File: config.mk
export PLATFORM = sky130hd
export DESIGN_NAME = double_ended_queue_unit
export DESIGN_NICKNAME = d
export VERILOG_FILES = /design/src/design/deq_pkg.sv /design/src/design/double_ended_queue_unit.sv /design/src/design/deq_ram.sv /design/src/design/deq_ctrl.sv
export SDC_FILE = /design/constraint.sdc
export NUM_CORES = 1
export LEC_CHECK = 0
export BUFFER_PORTS_ARGS = -buffer_cell sky130_fd_sc_hd__buf_4
export CAP_MARGIN = 5
export CORE_MARGIN = 2
export CORE_UTILIZATION = 35
export CTS_CLUSTER_DIAMETER = 150
export DETAILED_ROUTE_END_ITERATION = 10
export SLEW_MARGIN = 30
export SYNTH_ARGS = -nofsm -noshare
export SYNTH_HDL_FRONTEND = slang
export SYNTH_SLANG_ARGS = --single-unit
File: constraint.sdc
create_clock -name clk -period 11.4 [get_ports clk]
set_clock_uncertainty 0.2 [all_clocks]
set_input_delay 0.57 -clock clk [delete_from_list [all_inputs] [get_ports clk]]
set_output_delay 0.57 -clock clk [all_outputs]
set_load 0.01 [all_outputs]
File: src/design/deq_pkg.sv
// ----------------------------------------------------------------------------
// deq_pkg
// shared sizes, request and status codes, and bundle types of the deque
// ----------------------------------------------------------------------------
package deq_pkg;

    localparam int DEPTH      = 16;
    localparam int DATA_WIDTH = 32;
    localparam int ADDR_W     = $clog2(DEPTH);
    localparam int CNT_W      = $clog2(DEPTH + 1);
    localparam int SUM_W      = CNT_W + 1;

    localparam logic [CNT_W-1:0]  DEPTH_CNT = CNT_W'(DEPTH);
    localparam logic [SUM_W-1:0]  DEPTH_SUM = SUM_W'(DEPTH);
    localparam logic [ADDR_W-1:0] LAST_ADDR = ADDR_W'(DEPTH - 1);

    localparam logic [1:0] REQ_PUSH_FRONT = 2'd0;
    localparam logic [1:0] REQ_PUSH_BACK  = 2'd1;
    localparam logic [1:0] REQ_POP_FRONT  = 2'd2;
    localparam logic [1:0] REQ_POP_BACK   = 2'd3;

    localparam logic [1:0] ST_DONE  = 2'd0;
    localparam logic [1:0] ST_EMPTY = 2'd1;
    localparam logic [1:0] ST_FULL  = 2'd2;

    typedef struct packed {
        logic                  wr_en;
        logic                  rd_en;
        logic [ADDR_W-1:0]     addr;
        logic [DATA_WIDTH-1:0] wr_data;
    } mem_req_t;

    typedef struct packed {
        logic [1:0]       status;
        logic [CNT_W-1:0] fill;
        logic             pop_ok;
    } rsp_t;

endpackage

File: src/design/double_ended_queue_unit.sv
// ----------------------------------------------------------------------------
// double_ended_queue_unit
// bounded double-ended queue in a ring buffer memory
//
// One request per transaction: push front, push back, pop front or pop back,
// selected by s_tuser. Every request gives exactly one result transaction in the
// cycle after it is taken, carrying the popped value, a status and the fill
// count after the request. The unit takes one request per cycle; the result
// register is the only buffer, so a result that is not taken holds off new
// requests. Pointer and count update at accept, and the memory read for a pop
// is issued in the same cycle, so the read data register feeds the result.
// A pop from an empty queue returns zero with the empty status, and a push
// to a full queue is dropped with the full status.
// ----------------------------------------------------------------------------
module double_ended_queue_unit (
    input  logic        clk,
    input  logic        rst_n,
    input  logic        s_tvalid,
    output logic        s_tready,
    input  logic [31:0] s_tdata,   // push_value
    input  logic [1:0]  s_tuser,   // req_type
    output logic        m_tvalid,
    input  logic        m_tready,
    output logic [39:0] m_tdata,   // pop_value, fill_count, zero pad
    output logic [1:0]  m_tuser    // status
);
    import deq_pkg::*;

    logic                  accept;
    mem_req_t              mem_req;
    rsp_t                  rsp;
    logic [DATA_WIDTH-1:0] rd_data;
    logic [63:0]           push_wide;
    logic [63:0]           rd_wide;
    logic [31:0]           pop_value;
    logic [DATA_WIDTH-1:0] push_data;

    logic                  out_valid_reg;
    logic                  out_valid_next;
    logic [1:0]            status_reg;
    logic [CNT_W-1:0]      fill_reg;
    logic                  pop_ok_reg;

    assign s_tready  = !out_valid_reg || m_tready;
    assign accept    = s_tvalid && s_tready;
    assign push_wide = {32'd0, s_tdata};
    assign push_data = push_wide[DATA_WIDTH-1:0];

    deq_ctrl u_ctrl (
        .clk       (clk),
        .rst_n     (rst_n),
        .accept    (accept),
        .req_type  (s_tuser),
        .push_data (push_data),
        .mem_req   (mem_req),
        .rsp       (rsp)
    );

    deq_ram u_ram (
        .clk     (clk),
        .req     (mem_req),
        .rd_data (rd_data)
    );

    assign out_valid_next = accept || (out_valid_reg && !m_tready);

    always_ff @(posedge clk or negedge rst_n)
    begin
        if (!rst_n)
        begin
            out_valid_reg <= 1'b0;
        end
        else
        begin
            out_valid_reg <= out_valid_next;
        end
    end

    always_ff @(posedge clk)
    begin
        if (accept)
        begin
            status_reg <= rsp.status;
            fill_reg   <= rsp.fill;
            pop_ok_reg <= rsp.pop_ok;
        end
    end

    assign rd_wide   = 64'(rd_data);
    assign pop_value = pop_ok_reg ? rd_wide[31:0] : 32'd0;

    assign m_tvalid = out_valid_reg;
    assign m_tdata  = {3'd0, fill_reg[4:0], pop_value};
    assign m_tuser  = status_reg;

`ifndef SYNTHESIS
    a_empty_fill: assert property (@(posedge clk) disable iff (!rst_n)
        m_tvalid && (m_tuser == ST_EMPTY) |-> fill_reg == '0)
        else $error("empty status with nonzero fill");

    a_full_fill: assert property (@(posedge clk) disable iff (!rst_n)
        m_tvalid && (m_tuser == ST_FULL) |-> fill_reg == DEPTH_CNT)
        else $error("full status with queue not full");

    a_pop_status: assert property (@(posedge clk) disable iff (!rst_n)
        m_tvalid && pop_ok_reg |-> m_tuser == ST_DONE)
        else $error("popped value with error status");
`endif

endmodule

File: src/design/deq_ram.sv
// ----------------------------------------------------------------------------
// deq_ram
// ring storage, one access per cycle, registered read data
// ----------------------------------------------------------------------------
module deq_ram (
    input  logic                               clk,
    input  deq_pkg::mem_req_t                  req,
    output logic [deq_pkg::DATA_WIDTH-1:0]     rd_data
);
    import deq_pkg::*;

    logic [DATA_WIDTH-1:0] mem [DEPTH];
    logic [DATA_WIDTH-1:0] rd_data_reg;

    always_ff @(posedge clk)
    begin
        if (req.wr_en)
        begin
            mem[req.addr] <= req.wr_data;
        end
    end

    always_ff @(posedge clk)
    begin
        if (req.rd_en)
        begin
            rd_data_reg <= mem[req.addr];
        end
    end

    assign rd_data = rd_data_reg;

endmodule

File: src/design/deq_ctrl.sv
// ----------------------------------------------------------------------------
// deq_ctrl
// front pointer and entry count, ring address generation and status
// ----------------------------------------------------------------------------
module deq_ctrl (
    input  logic                           clk,
    input  logic                           rst_n,
    input  logic                           accept,
    input  logic [1:0]                     req_type,
    input  logic [deq_pkg::DATA_WIDTH-1:0] push_data,
    output deq_pkg::mem_req_t              mem_req,
    output deq_pkg::rsp_t                  rsp
);
    import deq_pkg::*;

    logic [ADDR_W-1:0] front_reg;
    logic [ADDR_W-1:0] front_next;
    logic [CNT_W-1:0]  count_reg;
    logic [CNT_W-1:0]  count_next;

    logic [SUM_W-1:0]  back_sum;
    logic [SUM_W-1:0]  last_sum;
    logic [ADDR_W-1:0] back_slot;
    logic [ADDR_W-1:0] last_slot;
    logic [ADDR_W-1:0] front_dec;
    logic [ADDR_W-1:0] front_inc;
    logic              is_full;
    logic              is_empty;

    assign is_full  = (count_reg == DEPTH_CNT);
    assign is_empty = (count_reg == '0);

    // tail slot for a push back, last held slot for a pop back
    assign back_sum  = SUM_W'(front_reg) + SUM_W'(count_reg);
    assign last_sum  = back_sum - SUM_W'(1);
    assign back_slot = (back_sum >= DEPTH_SUM) ? ADDR_W'(back_sum - DEPTH_SUM)
                                               : ADDR_W'(back_sum);
    assign last_slot = (last_sum >= DEPTH_SUM) ? ADDR_W'(last_sum - DEPTH_SUM)
                                               : ADDR_W'(last_sum);
    assign front_dec = (front_reg == '0) ? LAST_ADDR : front_reg - ADDR_W'(1);
    assign front_inc = (front_reg == LAST_ADDR) ? '0 : front_reg + ADDR_W'(1);

    always_comb
    begin
        front_next      = front_reg;
        count_next      = count_reg;
        mem_req.wr_en   = 1'b0;
        mem_req.rd_en   = 1'b0;
        mem_req.addr    = front_reg;
        mem_req.wr_data = push_data;
        rsp.status      = ST_DONE;
        rsp.pop_ok      = 1'b0;
        unique case (req_type)
            REQ_PUSH_FRONT:
            begin
                if (is_full)
                begin
                    rsp.status = ST_FULL;
                end
                else
                begin
                    mem_req.wr_en = accept;
                    mem_req.addr  = front_dec;
                    front_next    = front_dec;
                    count_next    = count_reg + CNT_W'(1);
                end
            end
            REQ_PUSH_BACK:
            begin
                if (is_full)
                begin
                    rsp.status = ST_FULL;
                end
                else
                begin
                    mem_req.wr_en = accept;
                    mem_req.addr  = back_slot;
                    count_next    = count_reg + CNT_W'(1);
                end
            end
            REQ_POP_FRONT:
            begin
                if (is_empty)
                begin
                    rsp.status = ST_EMPTY;
                end
                else
                begin
                    mem_req.rd_en = accept;
                    mem_req.addr  = front_reg;
                    rsp.pop_ok    = 1'b1;
                    front_next    = front_inc;
                    count_next    = count_reg - CNT_W'(1);
                end
            end
            REQ_POP_BACK:
            begin
                if (is_empty)
                begin
                    rsp.status = ST_EMPTY;
                end
                else
                begin
                    mem_req.rd_en = accept;
                    mem_req.addr  = last_slot;
                    rsp.pop_ok    = 1'b1;
                    count_next    = count_reg - CNT_W'(1);
                end
            end
            default:
            begin
                rsp.status = ST_DONE;
            end
        endcase
        rsp.fill = count_next;
    end

    always_ff @(posedge clk or negedge rst_n)
    begin
        if (!rst_n)
        begin
            front_reg <= '0;
            count_reg <= '0;
        end
        else if (accept)
        begin
            front_reg <= front_next;
            count_reg <= count_next;
        end
    end

`ifndef SYNTHESIS
    a_count_bound: assert property (@(posedge clk) disable iff (!rst_n)
        count_reg <= DEPTH_CNT)
        else $error("entry count above depth");

    a_front_bound: assert property (@(posedge clk) disable iff (!rst_n)
        SUM_W'(front_reg) < DEPTH_SUM)
        else $error("front pointer out of ring");

    a_push_grows: assert property (@(posedge clk) disable iff (!rst_n)
        accept && (req_type == REQ_PUSH_FRONT || req_type == REQ_PUSH_BACK) && !is_full
        |=> count_reg == $past(count_reg) + CNT_W'(1))
        else $error("accepted push did not grow the queue");

    a_no_access_on_reject: assert property (@(posedge clk) disable iff (!rst_n)
        (rsp.status != ST_DONE) |-> !mem_req.wr_en && !mem_req.rd_en)
        else $error("memory access on a rejected request");
`endif

endmodule

# Word level (Yosys, flattened, before mapping)
# Memories as Yosys holds them, arrays and structs flattened. A register that Yosys moved wholly into a read port is not among the register bits.
# Cells that the tools add are included.
[totals] output_inout_bits=44 ram_bits=512 n_memories=1 reg_bits=18 in_bits=38 elab_cells=60
[memory_table] memory="u_ram.mem" depth=16 word_bits=32 read_ports=1 rd_ports_with_merged_regs=1 write_ports=1 line="deq_ram.sv:12" source="logic [DATA_WIDTH-1:0] mem [DEPTH];"
[op_classes] reduce_logical=13 mux=24 add_sub_neg=8 n_eq_ne=6 n_lt_le_gt_ge=2
[ops] cell="32-bit 2-to-1 mux" count=1
[ops] cell="4-bit 2-to-1 mux" count=7
[ops] cell="5-bit 2-to-1 mux" count=4
[ops] cell="4-bit case mux with 4 select lines" count=1
[ops] cell="6-bit by 5-bit >= comparator with 1-bit output, second input constant" count=2
[ops] cell="4-bit by 1-bit subtractor with 4-bit output, second input constant" count=3
[ops] cell="5-bit case mux with 2 select lines" count=1
[ops] cell="4-bit case mux with 2 select lines" count=1
[ops] cell="4-bit by 5-bit adder with 6-bit output" count=1
[ops] cell="1-bit 2-to-1 mux" count=6
[ops] cell="6-bit by 1-bit subtractor with 6-bit output, second input constant" count=1
[ops] cell="5-bit by 1-bit adder with 5-bit output, second input constant" count=1
[ops] cell="5-bit equality test, second input constant" count=1
[ops] cell="5-bit logical NOT" count=1
[ops] cell="5-bit by 1-bit subtractor with 5-bit output, second input constant" count=1
[ops] cell="4-bit by 1-bit adder with 4-bit output, second input constant" count=1
[ops] cell="2-bit equality test, second input constant" count=2
[ops] cell="4-bit equality test, second input constant" count=1
[ops] cell="4-bit logical NOT" count=1
[ops] cell="2-bit case mux with 2 select lines" count=1
[ops] cell="2-bit OR reduction" count=2
[ops] cell="3-bit AND reduction" count=1
[ops] cell="2-bit by 1-bit equality test with 1-bit output, second input constant" count=1
[ops] cell="1-bit logical AND" count=2
[ops] cell="7 further kinds" count=9

# Longest topological paths before layout
# Gate-level depths: netlist of the first run.
[logic_depth] depth_word=7 mapped_depth=13

# Hierarchy
# A second synthesis of the first run with hierarchy kept.
[unflattened] cells_unflattened=1085 area_unflattened_um2=22222.6
[modules_own_cells] mod="deq_ram" cells_each=840 area_each_um2=20183.1 n_inst=1
[modules_own_cells] mod="deq_ctrl" cells_each=194 area_each_um2=1473.9 n_inst=1
[modules_own_cells] mod="double_ended_queue_unit" cells_each=51 area_each_um2=565.5 n_inst=1

# Least setup slack after synthesis of the first run
# Ideal clock, no wire load.
[synth_path] path_type="register to register" startpoint="register u_ctrl.front_reg[0]" endpoint="memory u_ram.mem[10][0] (enable)" arrival_ns=4.901 setup_ns=0.468 stages_incl_launch_ff=12 synth_period_minus_slack_ns=5.569 setup_slack_ns=5.831 cell_sequence="dfrtp_1 -> ha_1 -> fa_1 -> inv_1 -> ha_1 -> nor3_1 -> o21ai_1 -> buf_2 -> clkbuf_1 -> nand2_1 -> nand4_1 -> nor3b_1"
[synth_between] elab_chain_cells=6 word_cells_on_any_way=16 classes_between="add/sub: 5; order compare: 2; mux: 8; reduce/logical: 1"
[synth_lines] item="from (decl)" line="deq_ctrl.sv:16" source="logic [ADDR_W-1:0] front_reg;"
[synth_lines] item="from (signal assigned)" line="deq_ctrl.sv:127" source="front_reg <= front_next;"
[synth_lines] item="4-bit by 5-bit adder with 6-bit output" line="deq_ctrl.sv:34" source="assign back_sum = SUM_W'(front_reg) + SUM_W'(count_reg);"
[synth_lines] item="6-bit by 1-bit subtractor with 6-bit output" line="deq_ctrl.sv:35" source="assign last_sum = back_sum - SUM_W'(1);"
[synth_lines] item="6-bit by 5-bit >= comparator with 1-bit output / 4-bit by 1-bit subtractor with 4-bit output (equally long branches)" line="deq_ctrl.sv:38" source="assign last_slot = (last_sum >= DEPTH_SUM) ? ADDR_W'(last_sum - DEPTH_SUM)"
[synth_lines] item="4-bit 2-to-1 mux" line="deq_ctrl.sv:38"
[synth_lines] item="5-bit 2-to-1 mux" line="deq_ctrl.sv:98" source="if (is_empty)"
[synth_lines] item="4-bit case mux with 4 select lines *" line="deq_ctrl.sv:53" source="unique case (req_type)"
[synth_lines] item="to (decl)" line="deq_ram.sv:12"
# Every way passes the cells marked *; elsewhere a longest branch is shown, timed or not.

# Final worst setup path of the first run
[layout_path] startpoint="register u_ctrl.count_reg[1]" endpoint="memory u_ram.mem[11][28] (enable)"
[layout_between] elab_chain_cells=6 word_cells_on_any_way=18 classes_between="add/sub: 4; order compare: 2; eq/ne: 1; mux: 10; reduce/logical: 1"
[layout_lines] item="from (decl)" line="deq_ctrl.sv:18" source="logic [CNT_W-1:0] count_reg;"
[layout_lines] item="from (signal assigned)" line="deq_ctrl.sv:128" source="count_reg <= count_next;"
[layout_lines] item="4-bit by 5-bit adder with 6-bit output" line="deq_ctrl.sv:34"
[layout_lines] item="6-bit by 1-bit subtractor with 6-bit output" line="deq_ctrl.sv:35"
[layout_lines] item="6-bit by 5-bit >= comparator with 1-bit output / 4-bit by 1-bit subtractor with 4-bit output (equally long branches)" line="deq_ctrl.sv:38"
[layout_lines] item="4-bit 2-to-1 mux" line="deq_ctrl.sv:38"
[layout_lines] item="5-bit 2-to-1 mux" line="deq_ctrl.sv:98"
[layout_lines] item="4-bit case mux with 4 select lines" line="deq_ctrl.sv:53"
# Parallel ways exist; a longest one is shown, timed or not.

==> flow_summary_export.csv, run 1 <==
group,metric,value,unit
clock_network,clk_transition_reported_paths,0.06,ns
worst_setup_path,worstPathBufferInverterCount,2,
sta,hold_ws,0.0500,ns
clock_network,htreeDepth,2,
sta,totalNegativeSetupSlack,0,ns
die,io_pins,82,
die,die_area,69900,sq um
worst_setup_path,timing.critical_path.to_type,"flop",
clock_network,cts_tree,"built",
die,initial_utilization,35.3,%
yosys,main_synth_ff_type,"edfxtp_1",
place,portBuffers,78,
sta,timing.max_slew.rel_slack,34.4,%
yosys,synth_top_area_cell,"edfxtp_1",
worst_setup_path,critical_path_peak_fanout,42,
status,status,"finished clean",
pwr,power.combinational.fraction,43.0,%
clock_network,post-cts-setup-buffers,0,
die,fp.coreArea,67200,sq um
worst_setup_path,timing.critical_path.max_delay_family,"simple AND/OR/NAND/NOR gates",
clock_network,cts.sinks,562,
die,die_width,264,um
pwr,ir_drop,0.356,mV
detailed_routing,final_antenna_net_count,0,
worst_setup_path,cp.required,11.44,ns
finish,area_growth,13.8,%
finish,register_area,16800,sq um
finish,fillerInstances,6180,
die,chip_height,264,um
yosys,netlist_instances,1815,
sta,report.final.setup_viol,0,
detailed_routing,drcViolationCount,0,
worst_setup_path,start_kind,"flop",
finish,final_layout_size_suffix_gt1_share,12.6,%
worst_setup_path,cp.arrival,5.16,ns
worst_setup_path,setup.worst_path.class,"reg2reg",
finish,flip_flop_count_of_the_largest_register_all_copies_and_words_added,512,
yosys,ys_seq_elements,562,
grt,remaining_global_route_overflow,0,
yosys,number_of_synthesized_flops_with_an_enable_pin,552,
worst_setup_path,reg2reg_from,"u_ctrl.count_reg[1]$_DFFE_PN0P_",
clock_network,insertion_delay,0.62,ns
hold_path,hold_path_end,"u_ram.mem[14][16]$_DFFE_PP_",
detailed_routing,drt-wirelength-per-cell,23.8,um
sta,post-route-min-period,5.12,ns
worst_setup_path,setup.reg_to_reg.worst_slack,6.28,ns
pwr,power_leakage,8.77,nW
pwr,power_switching,3.18,mW
yosys,synthDominantCellAreaShare,69.9,%
sta,setup_ws,6.28,ns
sta,max_clock_freq,0.195,GHz
yosys,commonest_cells_post_synth,"edfxtp_1 (552), nand3_1 (325), o21ai_0 (266)",
die,rows,95,
yosys,syn-mean-instance-area,13.1,sq um
grt,grt.total_usage,18.3,%
hold_path,hold-path-cell-count,1,
worst_setup_path,timing.critical_path.slowest_cell_delay,0.83,ns
pwr,intPower,4.56,mW
detailed_routing,route.final.wire_length,65100,um
detailed_routing,routed-via-count,16061,
place,gp_congestion,0.805,
finish,multi_input_area,6190,sq um
run,maxCapViolations,0,
yosys,synth_top_cells_by_area,"edfxtp_1 (70%), nand4_1 (6.9%), nand3_1 (6.9%), o21ai_0 (5.6%), clkbuf_1 (2.1%)",
yosys,netlist-cell-type-count,52,
sta,tightestPinTransition,0.983,ns
yosys,yosysMostFrequentCell,"edfxtp_1",
grt,grt_antenna_before_repair,4,
detailed_routing,detail_route.first_pass.iterations,6,
place,post-place-ws,6.24,ns
worst_setup_path,chain_of_cells_forming_the_critical_path,"inv_1 > ha_1 > nor4b_1 > o32ai_1 > o21ai_0 > and2_4 > nand4_1 > nor3b_2 > buf_4",
worst_setup_path,worstReg2RegEnd,"u_ram.mem[11][28]$_DFFE_PP_",
detailed_routing,detailed_router_s_first_iteration_violation_count,1900,
yosys,synth-seq-area-share,70.9,%
sta,period_share,44.9,%
hold_path,min_from,"s_tdata[16]",
pwr,sw_frac_of_total,41.1,%
pwr,share_of_total_power_in_the_clock_network,23.4,%
finish,nets,1865,
place,place.detailed.hpwl,31500,um
clock_network,ctsRootBufferMaster,"clkbuf_16",
pwr,power-per-cell-area,287,nW/um^2
sta,rsz_0062_raised_after_global_routing,"no",
yosys,yosysWarningCount,0,
pwr,share_seq_of_total_power,33.6,%
grt,grt_pass1_wl,98400,um
worst_setup_path,worst_r2r_path_depth,9,
yosys,synthesis.area,23700,sq um
grt,vias_in_the_first_global_route,15326,
clock_network,cts_inserted_buffers,56,
detailed_routing,vias_per_cell,5.87,
grt,maximum_number_of_pins_on_one_net_before_global_route_repair,258,
clock_network,max-clock-path-buffers,3,
worst_setup_path,critPathSlowestCell,"nor3b_2",
hold_path,holdCritPathClass,"in2reg",
sta,timing.final.hold_violations,0,
sta,report.final.slew_viol_count,0,
yosys,asyncSetResetFlopFracSynth,1.78,%
metal layers:
metal  routed length, um  part of all wire (%)  GRT usage (%)
met1               27900                    43           25.9
met2               30100                    46           28.4
met3                5250                   8.1           3.57
met4                1780                   2.7           5.91
met5                  43                 0.066              0
placed cells by master, fill, tap and decap left out, types with 11 or more instances in the layout:
cell	count
and2_1	32
buf_4	112
clkbuf_1	12
clkbuf_16	57
clkinv_1	13
clkinv_2	11
edfxtp_1	552
inv_1	12
mux2i_1	33
nand2_1	22
nand3_1	325
nand4_1	261
nor2_1	17
o21ai_0	266
per-stage QoR:
| stage | total power [mW] | instance area (sq um) | std cells | utilization [%] |
|---|---|---|---|---|
| after floorplan | 4.97 | 23700 | 1817 | - |
| after CTS | 7.74 | 26900 | 2733 | 40.1 |
| after detailed placement | 5.94 | 25200 | 2628 | 37.5 |
| final | 7.74 | 27000 | 2735 | 40.2 |
| after global routing | 8.18 | 27000 | 2734 | 40.2 |
| after global placement | 5.87 | 25100 | 2627 | 37.4 |
what timing repair did:
| action | in CTS | in global routing |
|---|---|---|
| endpoints found under the hold margin | 11 | 0 |
| gates resized for setup | 0 | 0 |
| endpoints found under the setup margin | 0 | 0 |
| hold buffers | 2 | 0 |
cells by family after synthesis:
| kind of cell | share of synthesized area, % |
|---|---|
| buf+inv | 3.60 |
| fa+ha+maj | 0.612 |
| simple gates | 16.3 |
| other cells | 0.0158 |
| compound gates | 6.72 |
| flops | 70.9 |
| xor+xnor | 0.464 |
| mux | 1.39 |
how the worst max path moves through the flow:
stage                                    start                          end  slack (ns)  depth (start not counted)
6_report       u_ctrl.count_reg[1]$_DFFE_PN0P_  u_ram.mem[11][28]$_DFFE_PP_        6.28                          9
5_1_grt        u_ctrl.count_reg[1]$_DFFE_PN0P_  u_ram.mem[11][19]$_DFFE_PP_        5.97                          9
4_1_cts        u_ctrl.front_reg[0]$_DFFE_PN0P_  u_ram.mem[11][23]$_DFFE_PP_        6.23                         11
3_5_place_dp   u_ctrl.front_reg[0]$_DFFE_PN0P_  u_ram.mem[11][23]$_DFFE_PP_        6.24                         11
3_3_place_gp   u_ctrl.front_reg[0]$_DFFE_PN0P_  u_ram.mem[11][28]$_DFFE_PP_        6.27                         11
2_1_floorplan  u_ctrl.front_reg[0]$_DFFE_PN0P_   u_ram.mem[10][0]$_DFFE_PP_        5.83                         11
power by group through the flow:
stage	Clock [mW]	Sequential, mW	Combinational [mW]
after floorplan	0	2.61	2.36
after global placement	0	2.64	3.23
after detailed placement	0	2.64	3.29
after CTS	1.84	2.60	3.30
after global routing	1.91	2.62	3.65
final	1.81	2.60	3.33
cell type report:
class,instances,area share [%]
inverter,12,0.167
tap,873,4.05
timing repair buffer,127,3.92
clock buffer,69,5.45
multi-input combinational,1057,23.0
clock inverter,34,1.11
sequential,562,62.3
antenna,1,0.00927
Power figures use the tool's default switching activity.
==> run 2: changes to the inputs <==
==> constraint.sdc (replaced) <==
create_clock -name clk -period 4.8 [get_ports clk]
set_clock_uncertainty 0.2 [all_clocks]
set_input_delay 0.24 -clock clk [delete_from_list [all_inputs] [get_ports clk]]
set_output_delay 0.24 -clock clk [all_outputs]
set_load 0.01 [all_outputs]
==> flow_summary_export.csv, run 2 (synthesis results as in run 1) <==
group,metric,value,unit
status,status,"finished clean",
sta,report.final.slew_viol_count,0,
die,io_pins,82,
worst_setup_path,reg2reg_from,"u_ctrl.front_reg[0]$_DFFE_PN0P_",
grt,grt_pass1_wl,98600,um
hold_path,hold_path_end,"u_ctrl.count_reg[4]$_DFFE_PN0P_",
grt,vias_in_the_first_global_route,15598,
place,place.detailed.hpwl,33900,um
worst_setup_path,timing.critical_path.slowest_cell_delay,0.57,ns
die,chip_height,264,um
grt,grt_antenna_before_repair,2,
detailed_routing,drt-wirelength-per-cell,23.4,um
finish,most_used_cells_in_the_layout_excluding_fill_and_tap_cells,"edfxtp_1 (552), nand3_1 (325), o21ai_0 (266), nand4_1 (261), buf_4 (114)",
sta,post-route-min-period,4.21,ns
sta,timing.final.hold_violations,0,
place,numPlacedInstances,2633,
worst_setup_path,critical_path_peak_fanout,61,
detailed_routing,vias_per_cell,5.87,
clock_network,cts_tree,"built",
sta,max_clock_freq,0.238,GHz
clock_network,cts.sinks,562,
grt,global_route.usage.met2,28.6,%
hold_path,hold-path-cell-count,5,
die,initial_utilization,35.3,%
pwr,power_leakage,9.02,nW
place,gp_congestion,0.809,
detailed_routing,detail_route.first_pass.iterations,6,
worst_setup_path,start_kind,"flop",
finish,final_layout_size_suffix_gt1_share,12.6,%
finish,final_common_cell,"edfxtp_1",
pwr,ir_drop,0.844,mV
clock_network,clk_transition_reported_paths,0.06,ns
grt,busiest_metal_layer_after_global_routing,"met2",
grt,grt.met1_usage,26.2,%
detailed_routing,detailed_router_s_first_iteration_violation_count,1767,
worst_setup_path,worstReg2RegEnd,"u_ram.rd_data[18]$_DFFE_PP_",
pwr,power-per-cell-area,685,nW/um^2
die,rows,95,
grt,remaining_global_route_overflow,0,
sta,tightestPinTransition,0.918,ns
finish,flip_flop_count_of_the_largest_register_all_copies_and_words_added,512,
grt,maximum_number_of_pins_on_one_net_before_global_route_repair,257,
hold_path,min_from,"m_tready",
finish,area_growth,16.5,%
worst_setup_path,chain_of_cells_forming_the_critical_path,"ha_1 > fa_1 > inv_1 > ha_1 > nor3_1 > o21a_4 > buf_12 > o21ai_0 > nand4_1 > nand4_1 > mux2i_1",
clock_network,cts_inserted_buffers,57,
detailed_routing,final_antenna_net_count,0,
worst_setup_path,setup.worst_path.class,"reg2reg",
finish,final-instance-count-excl-fill,2779,
sta,rsz_0062_raised_after_global_routing,"no",
place,post-place-ws,0.659,ns
worst_setup_path,worstPathBufferInverterCount,2,
die,die_width,264,um
sta,setup_ws,0.593,ns
worst_setup_path,cp.required,5.02,ns
die,fp.coreArea,67200,sq um
detailed_routing,drcViolationCount,0,
clock_network,insertion_delay,0.63,ns
hold_path,holdCritPathClass,"in2reg",
detailed_routing,routed-via-count,16309,
detailed_routing,route.final.wire_length,65100,um
sta,timing.max_slew.rel_slack,38.7,%
worst_setup_path,timing.critical_path.to_type,"flop",
grt,grt.total_usage,18.2,%
worst_setup_path,worst_r2r_path_depth,11,
worst_setup_path,critPathSlowestCell,"o21a_4",
clock_network,post-cts-setup-buffers,0,
clock_network,cts.repair.resized,0,
place,portBuffers,78,
worst_setup_path,cp.arrival,4.42,ns
worst_setup_path,setup.reg_to_reg.worst_slack,0.59,ns
run,maxCapViolations,0,
grt,use_met3,2.94,%
clock_network,hold_buf_count_cts,38,
worst_setup_path,timing.critical_path.max_delay_family,"adder cells",
die,die_area,69900,sq um
sta,report.final.setup_viol,0,
sta,period_share,87.7,%
clock_network,htreeDepth,2,
clock_network,ctsRootBufferMaster,"clkbuf_16",
finish,n_antenna_cell,0,
clock_network,max-clock-path-buffers,3,
finish,nets,1907,
run 2: changes by cell type in the layout (fill, tap and decap cells not counted), moves of 5 or more:
cell,before,now
buf_12,2,15
buf_6,9,0
clkinv_1,13,19
clkinv_2,11,6
clkinvlp_4,1,6
dlygate4sd3_1,2,38
run 2: through the flow:
step,setup TNS [ns],power (mW),instance area [sq um],hold slack (ns),utilization (%)
2_1_floorplan,-172.32,11.8,23800,-0.256,-
6_report,0,18.9,27600,0.0444,41.1
4_1_cts,0,19.0,27600,0.00796,41.1
5_1_grt,0,20.0,27600,0.0541,41.1
3_5_place_dp,0,14.5,25400,-0.113,37.8
3_3_place_gp,0,14.5,25400,-0.116,37.8
run 2: worst max path at each step:
stage / from / to / slack (ns) / cells past startpoint
global route: u_ctrl.front_reg[0]$_DFFE_PN0P_ / u_ram.rd_data[19]$_DFFE_PP_ / 0.35 / 11
floorplan: u_ctrl.front_reg[0]$_DFFE_PN0P_ / u_ram.mem[10][0]$_DFFE_PP_ / -0.77 / 11
global placement: u_ctrl.front_reg[0]$_DFFE_PN0P_ / u_ram.rd_data[19]$_DFFE_PP_ / 0.67 / 11
finish: u_ctrl.front_reg[0]$_DFFE_PN0P_ / u_ram.rd_data[18]$_DFFE_PP_ / 0.59 / 11
CTS: u_ctrl.front_reg[0]$_DFFE_PN0P_ / u_ram.rd_data[18]$_DFFE_PP_ / 0.59 / 11
detailed placement: u_ctrl.front_reg[0]$_DFFE_PN0P_ / u_ram.rd_data[18]$_DFFE_PP_ / 0.66 / 11
run 2: layer usage:
metal	wire (um)	vias to the layer above
li1	-	7223
met1	28300	8262
met2	30500	730
met3	5060	92
met4	1240	2
met5	7	-
run 2: tightest hold or removal path: stages:
cell and delay, ns:
buf_4 0.07, nand2b_1 0.14, nand2_1 0.21, nand2_1 0.12, nand2_1 0.05
run 2: final cells by class:
type	count	area, sq um
multi-input cells	1057	6240
fillers	6085	39500
repair buffers	168	1560
well taps	873	1090
flip-flops and latches	562	16800
clock buffers	66	1460
inverters	12	45.0
clock inverters	41	402
run 2: report_power, final:
group | internal, mW | switching (mW)
Sequential | 6.00 | 0.189
Clock | 2.51 | 1.89
Combinational | 2.62 | 5.73
Total | 11.1 | 7.81
==> run 3: changes to the inputs <==
--- a/config.mk
+++ b/config.mk
@@ -7,6 +7,7 @@
 export LEC_CHECK = 0
 export BUFFER_PORTS_ARGS = -buffer_cell sky130_fd_sc_hd__buf_4
 export CAP_MARGIN = 5
+export CORE_ASPECT_RATIO = 1.75
 export CORE_MARGIN = 2
 export CORE_UTILIZATION = 35
 export CTS_CLUSTER_DIAMETER = 150
==> flow_summary_export.csv, run 3 (synthesis results as in run 1) <==
group,metric,value,unit
status,status,"finished clean",
sta,period_share,86.2,%
clock_network,htreeDepth,2,
sta,setup_ws,0.663,ns
detailed_routing,final_antenna_net_count,0,
pwr,finalPower,18.5,mW
finish,fillerInstances,6234,
worst_setup_path,worst_r2r_path_depth,10,
finish,area_growth,15.8,%
die,rows,126,
finish,final_common_cell,"edfxtp_1",
worst_setup_path,critPathSlowestCell,"fa_1",
detailed_routing,detailed_router_s_first_iteration_violation_count,1898,
clock_network,cts_inserted_buffers,48,
sta,timing.max_slew.rel_slack,36.6,%
worst_setup_path,chain_of_cells_forming_the_critical_path,"ha_1 > fa_1 > inv_1 > ha_1 > nor3_1 > o21ai_4 > nand2_1 > nand4_1 > nor3b_2 > buf_4",
place,post-place-ws,0.679,ns
detailed_routing,drcViolationCount,0,
hold_path,holdCritPathClass,"in2reg",
sta,report.final.setup_viol,0,
finish,most_used_cells_in_the_layout_excluding_fill_and_tap_cells,"edfxtp_1 (552), nand3_1 (325), o21ai_0 (266), nand4_1 (261), buf_4 (132)",
worst_setup_path,reg2reg_from,"u_ctrl.front_reg[0]$_DFFE_PN0P_",
finish,final_layout_size_suffix_gt1_share,13.2,%
pwr,power_leakage,8.98,nW
place,dpl_cell_area,25600,sq um
detailed_routing,detail_route.first_pass.iterations,6,
finish,register_area,16800,sq um
sta,hold_ws,0.0290,ns
die,chip_height,348,um
pwr,power-per-cell-area,675,nW/um^2
finish,nets,1915,
detailed_routing,drt-wirelength-per-cell,24.5,um
finish,multi_input_area,6240,sq um
clock_network,clk_transition_reported_paths,0.07,ns
place,portBuffers,78,
clock_network,max-clock-path-buffers,3,
worst_setup_path,critical_path_peak_fanout,20,
worst_setup_path,cp_launch_point,"u_ctrl.front_reg[0]$_DFFE_PN0P_",
grt,maximum_number_of_pins_on_one_net_before_global_route_repair,218,
pwr,ir_drop,0.484,mV
run,maxCapViolations,0,
grt,grt_pass1_wl,103000,um
die,die_area,70000,sq um
grt,remaining_global_route_overflow,0,
clock_network,cts.repair.resized,0,
finish,final-instance-count-excl-fill,2800,
detailed_routing,route.final.wire_length,68700,um
grt,grt.met1_usage,22.9,%
grt,grt_antenna_before_repair,1,
clock_network,cts.sinks,562,
worst_setup_path,cp_common_cell,"ha_1",
grt,grt.total_usage,19.2,%
grt,busiest_metal_layer_after_global_routing,"met2",
place,gp_congestion,0.812,
die,initial_utilization,35.2,%
grt,vias_in_the_first_global_route,16203,
sta,timing.final.hold_violations,0,
sta,report.final.slew_viol_count,0,
place,place.detailed.hpwl,37800,um
grt,global_route.usage.met2,35.1,%
place,numPlacedInstances,2675,
worst_setup_path,cp.required,4.83,ns
worst_setup_path,start_kind,"flop",
sta,max_clock_freq,0.242,GHz
sta,tightestPinTransition,0.952,ns
clock_network,insertion_delay,0.60,ns
clock_network,ctsRootBufferMaster,"clkbuf_16",
grt,use_met3,2.16,%
die,io_pins,82,
clock_network,cts_tree,"built",
die,die_width,201,um
sta,post-route-min-period,4.14,ns
finish,flip_flop_count_of_the_largest_register_all_copies_and_words_added,512,
die,fp.coreArea,67300,sq um
worst_setup_path,endpoint,"u_ram.mem[10][30]$_DFFE_PP_",
worst_setup_path,worstReg2RegEnd,"u_ram.mem[10][30]$_DFFE_PP_",
sta,rsz_0062_raised_after_global_routing,"no",
worst_setup_path,timing.critical_path.to_type,"flop",
clock_network,post-cts-setup-buffers,0,
finish,final_cell_area,27500,sq um
detailed_routing,vias_per_cell,5.86,
worst_setup_path,timing.critical_path.slowest_cell_delay,0.53,ns
worst_setup_path,cp.arrival,4.17,ns
worst_setup_path,setup.reg_to_reg.worst_slack,0.66,ns
worst_setup_path,setup.worst_path.class,"reg2reg",
detailed_routing,routed-via-count,16415,
[run 3: cell types whose count changed in the layout (fill, tap and decap cells not counted), moves of 3 or more]
| cell | change |
|---|---|
| buf_4 | +18 |
| clkbuf_16 | -7 |
| clkinv_1 | -10 |
| clkinv_2 | +5 |
| clkinvlp_4 | -4 |
| inv_6 | +3 |
[run 3: repair_timing]
action / CTS / global route
setup endpoints to repair: 0 / 0
endpoints found under the hold margin: 525 / 0
hold buffers: 37 / 0
[run 3: worst min-delay path by stage]
stage,startpoint,endpoint,cells past startpoint
after CTS,s_tuser[0],u_ctrl.front_reg[3]$_DFFE_PN0P_,5
after floorplan,rst_n,m_tvalid$_DFF_PN0_,0
after global routing,s_tuser[0],u_ctrl.front_reg[3]$_DFFE_PN0P_,4
final,s_tuser[0],u_ctrl.front_reg[3]$_DFFE_PN0P_,5
after detailed placement,rst_n,m_tvalid$_DFF_PN0_,1
after global placement,rst_n,m_tvalid$_DFF_PN0_,1
[run 3: cell type report]
class	instances	share of cell area [%]
sequential	562	61.2
clock buffer	57	4.65
tap	896	4.08
multi-input combinational	1057	22.7
inverter	12	0.164
timing repair buffer	185	6.15
clock inverter	30	0.970
antenna	1	0.00911
[run 3: critical path: cells and delay by family (launching register included)]
kind,cells,cell delay [ns]
buffers and inverters,2,0.49
DFF,1,0.50
adders and majority gates,3,1.09
and+or+nand+nor,4,1.25
AOI/OAI and AO/OA,1,0.24
[run 3: where the power goes]
group / switching [mW] / internal [mW]
Combinational: 5.80 / 2.66
Clock: 1.78 / 2.13
Sequential: 0.189 / 5.99
[run 3: stage by stage]
step                      utilization [%]  TNS (ns)
after detailed placement             38.0         0
after global routing                 40.8         0
after global placement               37.9         0
final                                40.8         0
after CTS                            40.8         0
after floorplan                         -   -172.32
[run 3: metal layers]
metal,wire length [um],vias to the layer above
met3,4130,159
met4,2600,0
met5,0,-
li1,-,7224
met1,25700,8312
met2,36200,720
